==> src/hw/rtl/firdl_pkg.sv <==
// Shared types and constants for the FIR filter with delay line.
// Item structs, opcode and state enums, accumulator limits.
// No dependencies.
`default_nettype none

package firdl_pkg;

  typedef enum logic {
    OP_SAMPLE = 1'b0,
    OP_LOAD   = 1'b1
  } op_t;

  typedef struct packed {
    op_t               op;
    logic [5:0]        tap_index;
    logic signed [15:0] value;
  } in_item_t;

  typedef struct packed {
    logic signed [15:0] filtered_sample;
    logic               saturated;
  } out_item_t;

  typedef enum logic [2:0] {
    ST_IDLE,
    ST_SKIP,
    ST_RUN,
    ST_DRAIN,
    ST_EMIT
  } state_t;

  // Control carried alongside each multiply-accumulate operand pair.
  typedef struct packed {
    logic valid;
    logic first;
    logic last;
  } mac_ctl_t;

  localparam int ACC_W = 40;
  localparam logic signed [ACC_W-1:0] ACC_MAX = 40'sh7F_FFFF_FFFF;
  localparam logic signed [ACC_W-1:0] ACC_MIN = 40'sh80_0000_0000;

  localparam logic signed [15:0] OUT_MAX = 16'sh7FFF;
  localparam logic signed [15:0] OUT_MIN = 16'sh8000;

  localparam logic [2:0] ADDR_TAP_COUNT = 3'd0;
  localparam logic [6:0] TAP_COUNT_RESET = 7'd64;

endpackage

`default_nettype wire

==> src/hw/rtl/firdl_cell.sv <==
// One cell of the sample delay line: holds one sample and takes its
// neighbour's value on every shift. Depends on nothing.
`default_nettype none

module firdl_cell (
  input  wire logic               clk,
  input  wire logic               rst,
  input  wire logic               shift,
  input  wire logic signed [15:0] d,
  output logic signed [15:0]      q
);

  always_ff @(posedge clk) begin
    if (rst) begin
      q <= '0;
    end else if (shift) begin
      q <= d;
    end
  end

endmodule

`default_nettype wire

==> src/hw/rtl/firdl_coef_ram.sv <==
// Coefficient store: one write port, one registered read port, and a
// valid bit per entry so unwritten entries read as zero after reset.
`default_nettype none

module firdl_coef_ram #(
  parameter int Depth = 64,
  parameter int AddrW = 6
) (
  input  wire logic               clk,
  input  wire logic               rst,
  input  wire logic               we,
  input  wire logic [AddrW-1:0]   waddr,
  input  wire logic signed [15:0] wdata,
  input  wire logic [AddrW-1:0]   raddr,
  output logic signed [15:0]      rdata
);

  logic signed [15:0] mem [Depth];
  logic [Depth-1:0]   written;
  logic signed [15:0] mem_q;
  logic               written_q;

  always_ff @(posedge clk) begin
    if (we) begin
      mem[waddr] <= wdata;
    end
    mem_q <= mem[raddr];
  end

  always_ff @(posedge clk) begin
    if (rst) begin
      written   <= '0;
      written_q <= 1'b0;
    end else begin
      if (we) begin
        written[waddr] <= 1'b1;
      end
      written_q <= written[raddr];
    end
  end

  assign rdata = written_q ? mem_q : '0;

endmodule

`default_nettype wire

==> src/hw/rtl/firdl_mac.sv <==
// Multiply-accumulate unit: registered Q2.30 product, 40-bit saturating
// accumulator, then round half up and clip to Q1.15. Uses firdl_pkg.
`default_nettype none

module firdl_mac (
  input  wire logic                 clk,
  input  wire logic                 rst,
  input  wire firdl_pkg::mac_ctl_t  ctl,
  input  wire logic signed [15:0]   coef,
  input  wire logic signed [15:0]   sample,
  output logic                      done,
  output firdl_pkg::out_item_t      result
);

  import firdl_pkg::*;

  mac_ctl_t                  ctl_p;
  logic signed [31:0]        prod;
  logic signed [ACC_W-1:0]   acc;
  logic                      clip;

  logic signed [ACC_W:0]     acc_base;
  logic signed [ACC_W:0]     sum;
  logic signed [ACC_W-1:0]   acc_next;
  logic                      clip_next;
  logic signed [ACC_W:0]     rounded;
  logic signed [ACC_W:0]     scaled;

  always_ff @(posedge clk) begin
    if (rst) begin
      ctl_p <= '0;
      done  <= 1'b0;
    end else begin
      ctl_p <= ctl;
      done  <= ctl_p.valid & ctl_p.last;
    end
  end

  always_ff @(posedge clk) begin
    prod <= coef * sample;
  end

  // Saturating add: clip after every product.
  always_comb begin
    acc_base  = ctl_p.first ? '0 : (ACC_W+1)'(acc);
    sum       = acc_base + (ACC_W+1)'(prod);
    clip_next = ctl_p.first ? 1'b0 : clip;
    if (sum > (ACC_W+1)'(ACC_MAX)) begin
      acc_next  = ACC_MAX;
      clip_next = 1'b1;
    end else if (sum < (ACC_W+1)'(ACC_MIN)) begin
      acc_next  = ACC_MIN;
      clip_next = 1'b1;
    end else begin
      acc_next  = sum[ACC_W-1:0];
    end
  end

  always_ff @(posedge clk) begin
    if (ctl_p.valid) begin
      acc  <= acc_next;
      clip <= clip_next;
    end
  end

  // Round half up to Q1.15, then clip to 16 bits.
  always_comb begin
    rounded = (ACC_W+1)'(acc) + (ACC_W+1)'(16384);
    scaled  = rounded >>> 15;
    result.saturated = clip;
    if (scaled > (ACC_W+1)'(OUT_MAX)) begin
      result.filtered_sample = OUT_MAX;
      result.saturated       = 1'b1;
    end else if (scaled < (ACC_W+1)'(OUT_MIN)) begin
      result.filtered_sample = OUT_MIN;
      result.saturated       = 1'b1;
    end else begin
      result.filtered_sample = scaled[15:0];
    end
  end

endmodule

`default_nettype wire

==> src/hw/rtl/fir_filter_with_delay_line.sv <==
// A sample transfer rotates the ring through the SKIP and RUN states, waits in DRAIN
// for the multiply-accumulate, then loads the result in EMIT; the input stalls until
// IDLE again, more while a stalled result holds the output. Loads do not stall it.
// The delay line is a ring of cells turned MaxTaps steps per sample, the active
// taps feeding one shared multiply-accumulate. Synchronous reset clears the delay
// line and coefficient valid bits and sets tap_count to 64; no clearing pass.
`default_nettype none

module fir_filter_with_delay_line #(
  parameter int MaxTaps = 64
) (
  input  wire logic                 clk,
  input  wire logic                 rst,
  input  wire logic                 in_valid,
  output logic                      in_stall,
  input  wire firdl_pkg::in_item_t  in_data,
  output logic                      out_valid,
  input  wire logic                 out_stall,
  output firdl_pkg::out_item_t      out_data,
  input  wire logic                 psel,
  input  wire logic                 penable,
  input  wire logic                 pwrite,
  input  wire logic [2:0]           paddr,
  input  wire logic [31:0]          pwdata,
  output logic [31:0]               prdata,
  output logic                      pready
);

  import firdl_pkg::*;

  localparam int AW = (MaxTaps > 1) ? $clog2(MaxTaps) : 1;
  localparam int CW = $clog2(MaxTaps + 1);

  state_t             state;
  state_t             state_next;
  logic [CW-1:0]      cnt;
  logic [CW-1:0]      cnt_next;
  logic [6:0]         tap_count;
  logic [CW-1:0]      taps;
  logic [CW-1:0]      skip;

  logic               accept;
  logic               push;
  logic               coef_we;
  logic               rotate;
  logic               issue;
  logic               out_load;
  logic               skip_last;
  logic               run_last;
  logic [31:0]        idx_ext;

  logic signed [15:0] tap_q [MaxTaps];
  logic signed [15:0] sample_q;
  logic signed [15:0] coef_rd;
  mac_ctl_t           issue_ctl;
  mac_ctl_t           ctl_q;
  logic               mac_done;
  out_item_t          mac_result;

  // Configuration port
  assign pready = 1'b1;

  always_ff @(posedge clk) begin
    if (rst) begin
      tap_count <= TAP_COUNT_RESET;
    end else if (psel && penable && pwrite && paddr[2] == ADDR_TAP_COUNT[2]) begin
      tap_count <= pwdata[6:0];
    end
  end

  assign prdata = (paddr[2] == ADDR_TAP_COUNT[2]) ? 32'(tap_count) : '0;

  // Clamp the tap count to 1..MaxTaps
  always_comb begin
    if (tap_count == '0) begin
      taps = CW'(1);
    end else if (int'(tap_count) > MaxTaps) begin
      taps = CW'(MaxTaps);
    end else begin
      taps = CW'(tap_count);
    end
    skip = CW'(MaxTaps) - taps;
  end

  assign accept    = in_valid && !in_stall;
  assign push      = accept && in_data.op == OP_SAMPLE;
  assign idx_ext   = 32'(in_data.tap_index);
  assign coef_we   = accept && in_data.op == OP_LOAD && int'(in_data.tap_index) < MaxTaps;
  assign skip_last = cnt == skip - CW'(1);
  assign run_last  = cnt == taps - CW'(1);

  // Next state
  always_comb begin
    state_next = state;
    case (state)
      ST_IDLE: begin
        if (push) begin
          state_next = (skip == '0) ? ST_RUN : ST_SKIP;
        end
      end
      ST_SKIP: begin
        if (skip_last) begin
          state_next = ST_RUN;
        end
      end
      ST_RUN: begin
        if (run_last) begin
          state_next = ST_DRAIN;
        end
      end
      ST_DRAIN: begin
        if (mac_done) begin
          state_next = ST_EMIT;
        end
      end
      ST_EMIT: begin
        if (!out_valid || !out_stall) begin
          state_next = ST_IDLE;
        end
      end
      default: state_next = ST_IDLE;
    endcase
  end

  // Outputs of the sequencer
  always_comb begin
    in_stall = 1'b1;
    rotate   = 1'b0;
    issue    = 1'b0;
    out_load = 1'b0;
    cnt_next = '0;
    case (state)
      ST_IDLE: begin
        in_stall = 1'b0;
      end
      ST_SKIP: begin
        rotate   = 1'b1;
        cnt_next = skip_last ? '0 : cnt + CW'(1);
      end
      ST_RUN: begin
        rotate   = 1'b1;
        issue    = 1'b1;
        cnt_next = cnt + CW'(1);
      end
      ST_DRAIN: begin
      end
      ST_EMIT: begin
        out_load = !out_valid || !out_stall;
      end
      default: begin
      end
    endcase
  end

  always_ff @(posedge clk) begin
    if (rst) begin
      state <= ST_IDLE;
      cnt   <= '0;
    end else begin
      state <= state_next;
      cnt   <= cnt_next;
    end
  end

  // Delay line: shift in on a sample, turn as a ring while filtering
  for (genvar k = 0; k < MaxTaps; k++) begin : g_line
    logic signed [15:0] d;
    if (k == 0) begin : g_head
      assign d = push ? in_data.value : tap_q[MaxTaps-1];
    end else begin : g_body
      assign d = tap_q[k-1];
    end
    firdl_cell u_cell (
      .clk   (clk),
      .rst   (rst),
      .shift (push || rotate),
      .d     (d),
      .q     (tap_q[k])
    );
  end

  firdl_coef_ram #(
    .Depth (MaxTaps),
    .AddrW (AW)
  ) u_coef_ram (
    .clk   (clk),
    .rst   (rst),
    .we    (coef_we),
    .waddr (idx_ext[AW-1:0]),
    .wdata (in_data.value),
    .raddr (cnt[AW-1:0]),
    .rdata (coef_rd)
  );

  // Align the sample with the registered coefficient read
  always_comb begin
    issue_ctl.valid = issue;
    issue_ctl.first = issue && cnt == '0;
    issue_ctl.last  = issue && run_last;
  end

  always_ff @(posedge clk) begin
    if (rst) begin
      ctl_q <= '0;
    end else begin
      ctl_q <= issue_ctl;
    end
  end

  always_ff @(posedge clk) begin
    sample_q <= tap_q[MaxTaps-1];
  end

  firdl_mac u_mac (
    .clk    (clk),
    .rst    (rst),
    .ctl    (ctl_q),
    .coef   (coef_rd),
    .sample (sample_q),
    .done   (mac_done),
    .result (mac_result)
  );

  // Output register
  always_ff @(posedge clk) begin
    if (rst) begin
      out_valid <= 1'b0;
    end else if (out_load) begin
      out_valid <= 1'b1;
    end else if (!out_stall) begin
      out_valid <= 1'b0;
    end
  end

  always_ff @(posedge clk) begin
    if (out_load) begin
      out_data <= mac_result;
    end
  end

endmodule

`default_nettype wire

==> config.mk <==
export PLATFORM = sky130hd
export DESIGN_NAME = fir_filter_with_delay_line
export DESIGN_NICKNAME = d
export VERILOG_FILES = /design/src/hw/rtl/firdl_pkg.sv /design/src/hw/rtl/firdl_cell.sv /design/src/hw/rtl/firdl_coef_ram.sv /design/src/hw/rtl/firdl_mac.sv /design/src/hw/rtl/fir_filter_with_delay_line.sv
export SDC_FILE = /design/constraint.sdc
export NUM_CORES = 2
export LEC_CHECK = 0
export BUFFER_PORTS_ARGS = -buffer_cell sky130_fd_sc_hd__buf_2
export CAP_MARGIN = 15
export CORE_AREA = 2 2 446 448
export DETAILED_ROUTE_END_ITERATION = 12
export DIE_AREA = 0 0 448 450
export GPL_TIMING_DRIVEN = 0
export PLACE_DENSITY_LB_ADDON = 0.12
export SETUP_SLACK_MARGIN = 0.2
export SLEW_MARGIN = 20
export SYNTH_ARGS = -nofsm -noshare
export SYNTH_HDL_FRONTEND = slang
export SYNTH_HIERARCHICAL = 1
export SYNTH_SLANG_ARGS = --single-unit
==> constraint.sdc <==
create_clock -name clk -period 5.9 [get_ports clk]
set_input_delay 0.295 -clock clk [delete_from_list [all_inputs] [get_ports clk]]
set_output_delay 0.295 -clock clk [all_outputs]
set_load 0.02 [all_outputs]
==> impl_metrics.ini <==
[run_status]
outcome = finished with violations
violations = setup timing

[synth]
synth_warnings = 6
ys_seq_area_frac = 0.572
synthCells = 7429
synth_seq_cells = 2260
synth_edf_count = 1082
synth_cell_types = 90
async_flop_share = 0
ys.flop_type = dfxtp_1
avgSynthCellArea_um2 = 13.2
synth.cell_area_um2 = 98100

[clock_tree]
cts.clk_slew.worst_paths_ps = 60
cts_sinks = 2260
tritoncts = yes
clock_path_buffers = 3
cts_made_buffers = 226
clockRootBuffer = clkbuf_16
clk_latency_ps = 860
htreeDepth = 4

[timing]
slew_headroom = 0.309
rsz0062_at_grt = true
fmax_mhz = 163
worst_slack_ps = -218
min_period_ps = 6120
period_share = 1.04
setup_violations = 5
skew_ps = 70.7
finalHoldViolations = 0
finalMaxSlewViolations = 0
max_slew.worst_pin.slew_ps = 1040
tns_ps = -457

[detailed_routing]
ant_nets = 0
avgRoutedWirePerCell_um = 20.8
wl_um = 223000
vias_per_cell = 5.34
drc = 0
first_pass_iters = 6
routed-via-count = 57223
drt_iter0_markers = 4173

[setup_path]
start_kind = register
crit_start = u_coef_ram/written_q$_SDFF_PP0_
r2r-start = u_coef_ram/written_q$_SDFF_PP0_
end_kind = register
cp_max_fo = 6
crit_required_ps = 6610
critPathKind = reg -> reg
arrival_ps = 6830

[hold_path]
min_path_type = in -> reg
hold_start = in_data[11]

[global_routing]
grt_max_degree = 66
antenna_found_initial = 7
grt_pass1_wl_um = 343000
overflow = 0
grt_pass1_vias = 57527
grt_usage = 0.220

[die]
dieHeight_um = 450
die_area_um2 = 202000
num_rows = 163
initial_core_util = 0.499
core_area_um2 = 197000
ios = 117
dieWidth_um = 448

[cells_and_area]
final_core_util = 0.569
multi_input_area_um2 = 37800
seq_area_um2 = 56100
fill_cells = 16028
area_growth_pct = 14.0
drive_gt1_frac = 0.174
fin_nets = 8334

[placement]
place_hpwl_um = 155000
gp_congestion = 0.912
place_worst_setup_slack_ps = -829
port_buffers = 62

[power]
p_leak_nw = 43.0
p_per_area_nw_per_um2 = 344
irDropWorstVdd_mv = 0.311

[run]
maxCapViolations = 0
[stage by stage]
stage	cell area [um2]	hold WS [ps]	power (mW)	std cells
2_1_floorplan	98400	347	23.4	7453
3_3_place_gp	102000	382	24.6	10155
3_5_place_dp	103000	385	24.6	10222
4_1_cts	111000	1.15	38.9	10693
5_1_grt	112000	35.9	39.9	10713
6_report	112000	51.3	38.5	10716
[cell type report]
cell class	instances	share of cell area
tap	2640	0.0295
timing repair buffer	198	0.0161
multi-input combinational	4372	0.338
antenna	4	0.0000895
clock buffer	340	0.0585
buffer	478	0.0364
sequential	2260	0.502
inverter	343	0.0115
clock inverter	81	0.00837
[synthesized netlist by cell type (all sizes together), types with 73 or more instances]
cell    number  area (um2)
fa         263        5270
a21oi      112         572
nor2      1302        4890
edfxtp    1082       32500
nand2      254         956
clkbuf     105         395
mux2i     1066       10700
mux4       262        5900
buf        373        3390
dfxtp     1178       23600
ha         127        1590
nor2b       73         457
o21ai       93         495
and2       149         932
inv        343        1290
[report_power, final]
group	total [mW]	switching, mW	internal (mW)	leakage, nW
clock network	14.2	6.04	8.20	3.66
registers	16.6	0.0616	16.5	19.2
logic	7.65	3.67	3.99	20.1
[per-layer routing]
layer / vias to the layer above / GRT usage / share of wire
li1: 26978 / - / -
met1: 28286 / 0.305 / 0.44
met2: 1541 / 0.350 / 0.46
met3: 418 / 0.0359 / 0.059
met4: 0 / 0.0775 / 0.036
met5: - / 0 / 0
[repair_timing]
action / CTS / global route
setup endpoints to repair: 19 / 17
cloned: 2 / 1
pin swaps: 56 / 68
resized for setup: 118 / 61
hold endpoints to repair: 91 / 1
hold buffers: 12 / 1
buffers inserted: 36 / 17
[flip-flops by register name, indices dropped and copies added (netlist names)]
signal	cells
cnt	7
ctl_q	3
g_line.u_cell/q	1024
out_data	17
out_valid	1
sample_q	16
state	3
tap_count	7
u_coef_ram/mem	1024
u_coef_ram/mem_q	16
u_coef_ram/written	64
u_coef_ram/written_q	1
u_mac/acc	40
u_mac/clip	1
u_mac/ctl_p	3
u_mac/done	1
u_mac/prod	32
[cell usage in the layout, fill, tap and decap left out, types with 18 or more instances in the layout]
cell	instances
and2_1	129
nand2_1	245
mux4_2	262
mux2_2	58
dfxtp_1	1167
a211o_1	21
nor2b_1	73
nand3_1	38
o22ai_1	46
nor3_1	25
o21ai_0	66
a21o_1	27
fa_2	18
nand2b_1	28
buf_2	152
buf_6	131
ha_1	112
xnor2_1	57
a21oi_1	100
nor2_1	1241
clkinv_2	36
buf_4	118
clkbuf_1	145
xor2_1	35
buf_12	68
conb_1	26
and2_4	19
edfxtp_1	1082
nor2_2	51
mux2i_1	1066
fa_1	245
inv_1	327
o211ai_1	30
clkbuf_8	38
buf_1	74
clkbuf_16	240
[critical path, cell delays in order (launching register included)]
cell and delay, ps:
dfxtp_4 370, buf_8 130, and2_4 150, buf_4 130, buf_6 120, and2_4 150, fa_1 540, inv_1 60
fa_1 490, fa_1 520, inv_1 60, fa_1 490, fa_1 500, inv_2 40, fa_1 480, inv_2 50
ha_4 300, buf_6 110, nand4_1 110, o211ai_1 190, buf_4 170, a21oi_4 70, o21ai_2 160, buf_4 150
a2111oi_4 50, or3b_4 400
[cell families (layout without fill, tap and decap cells)]
| kind of cell | after synthesis | after routing | share of synthesized area |
|---|---|---|---|
| other | 2 | 30 | 0.0000766 |
| AO/OA/AOI/OAI | 487 | 487 | 0.0342 |
| AND/OR/NAND/NOR | 1983 | 1983 | 0.0870 |
| adder cells (fa/ha/maj) | 392 | 392 | 0.0701 |
| buffers and inverters | 821 | 1440 | 0.0517 |
| multiplexers | 1386 | 1386 | 0.176 |
| flip-flops | 2260 | 2260 | 0.572 |
| XOR/XNOR | 98 | 98 | 0.00939 |
[path summary, 6_finish.rpt]
kind,slack (ps),cells past startpoint,endpoint
setup reg to reg,-220,25,u_mac/prod[30]$_DFF_P_
hold / removal,50,1,u_coef_ram/mem[13][11]$_DFFE_PP_
hold reg to reg,390,0,sample_q[3]$_DFF_P_
setup / recovery,-220,25,u_mac/prod[30]$_DFF_P_
Power figures use the tool's default switching activity.
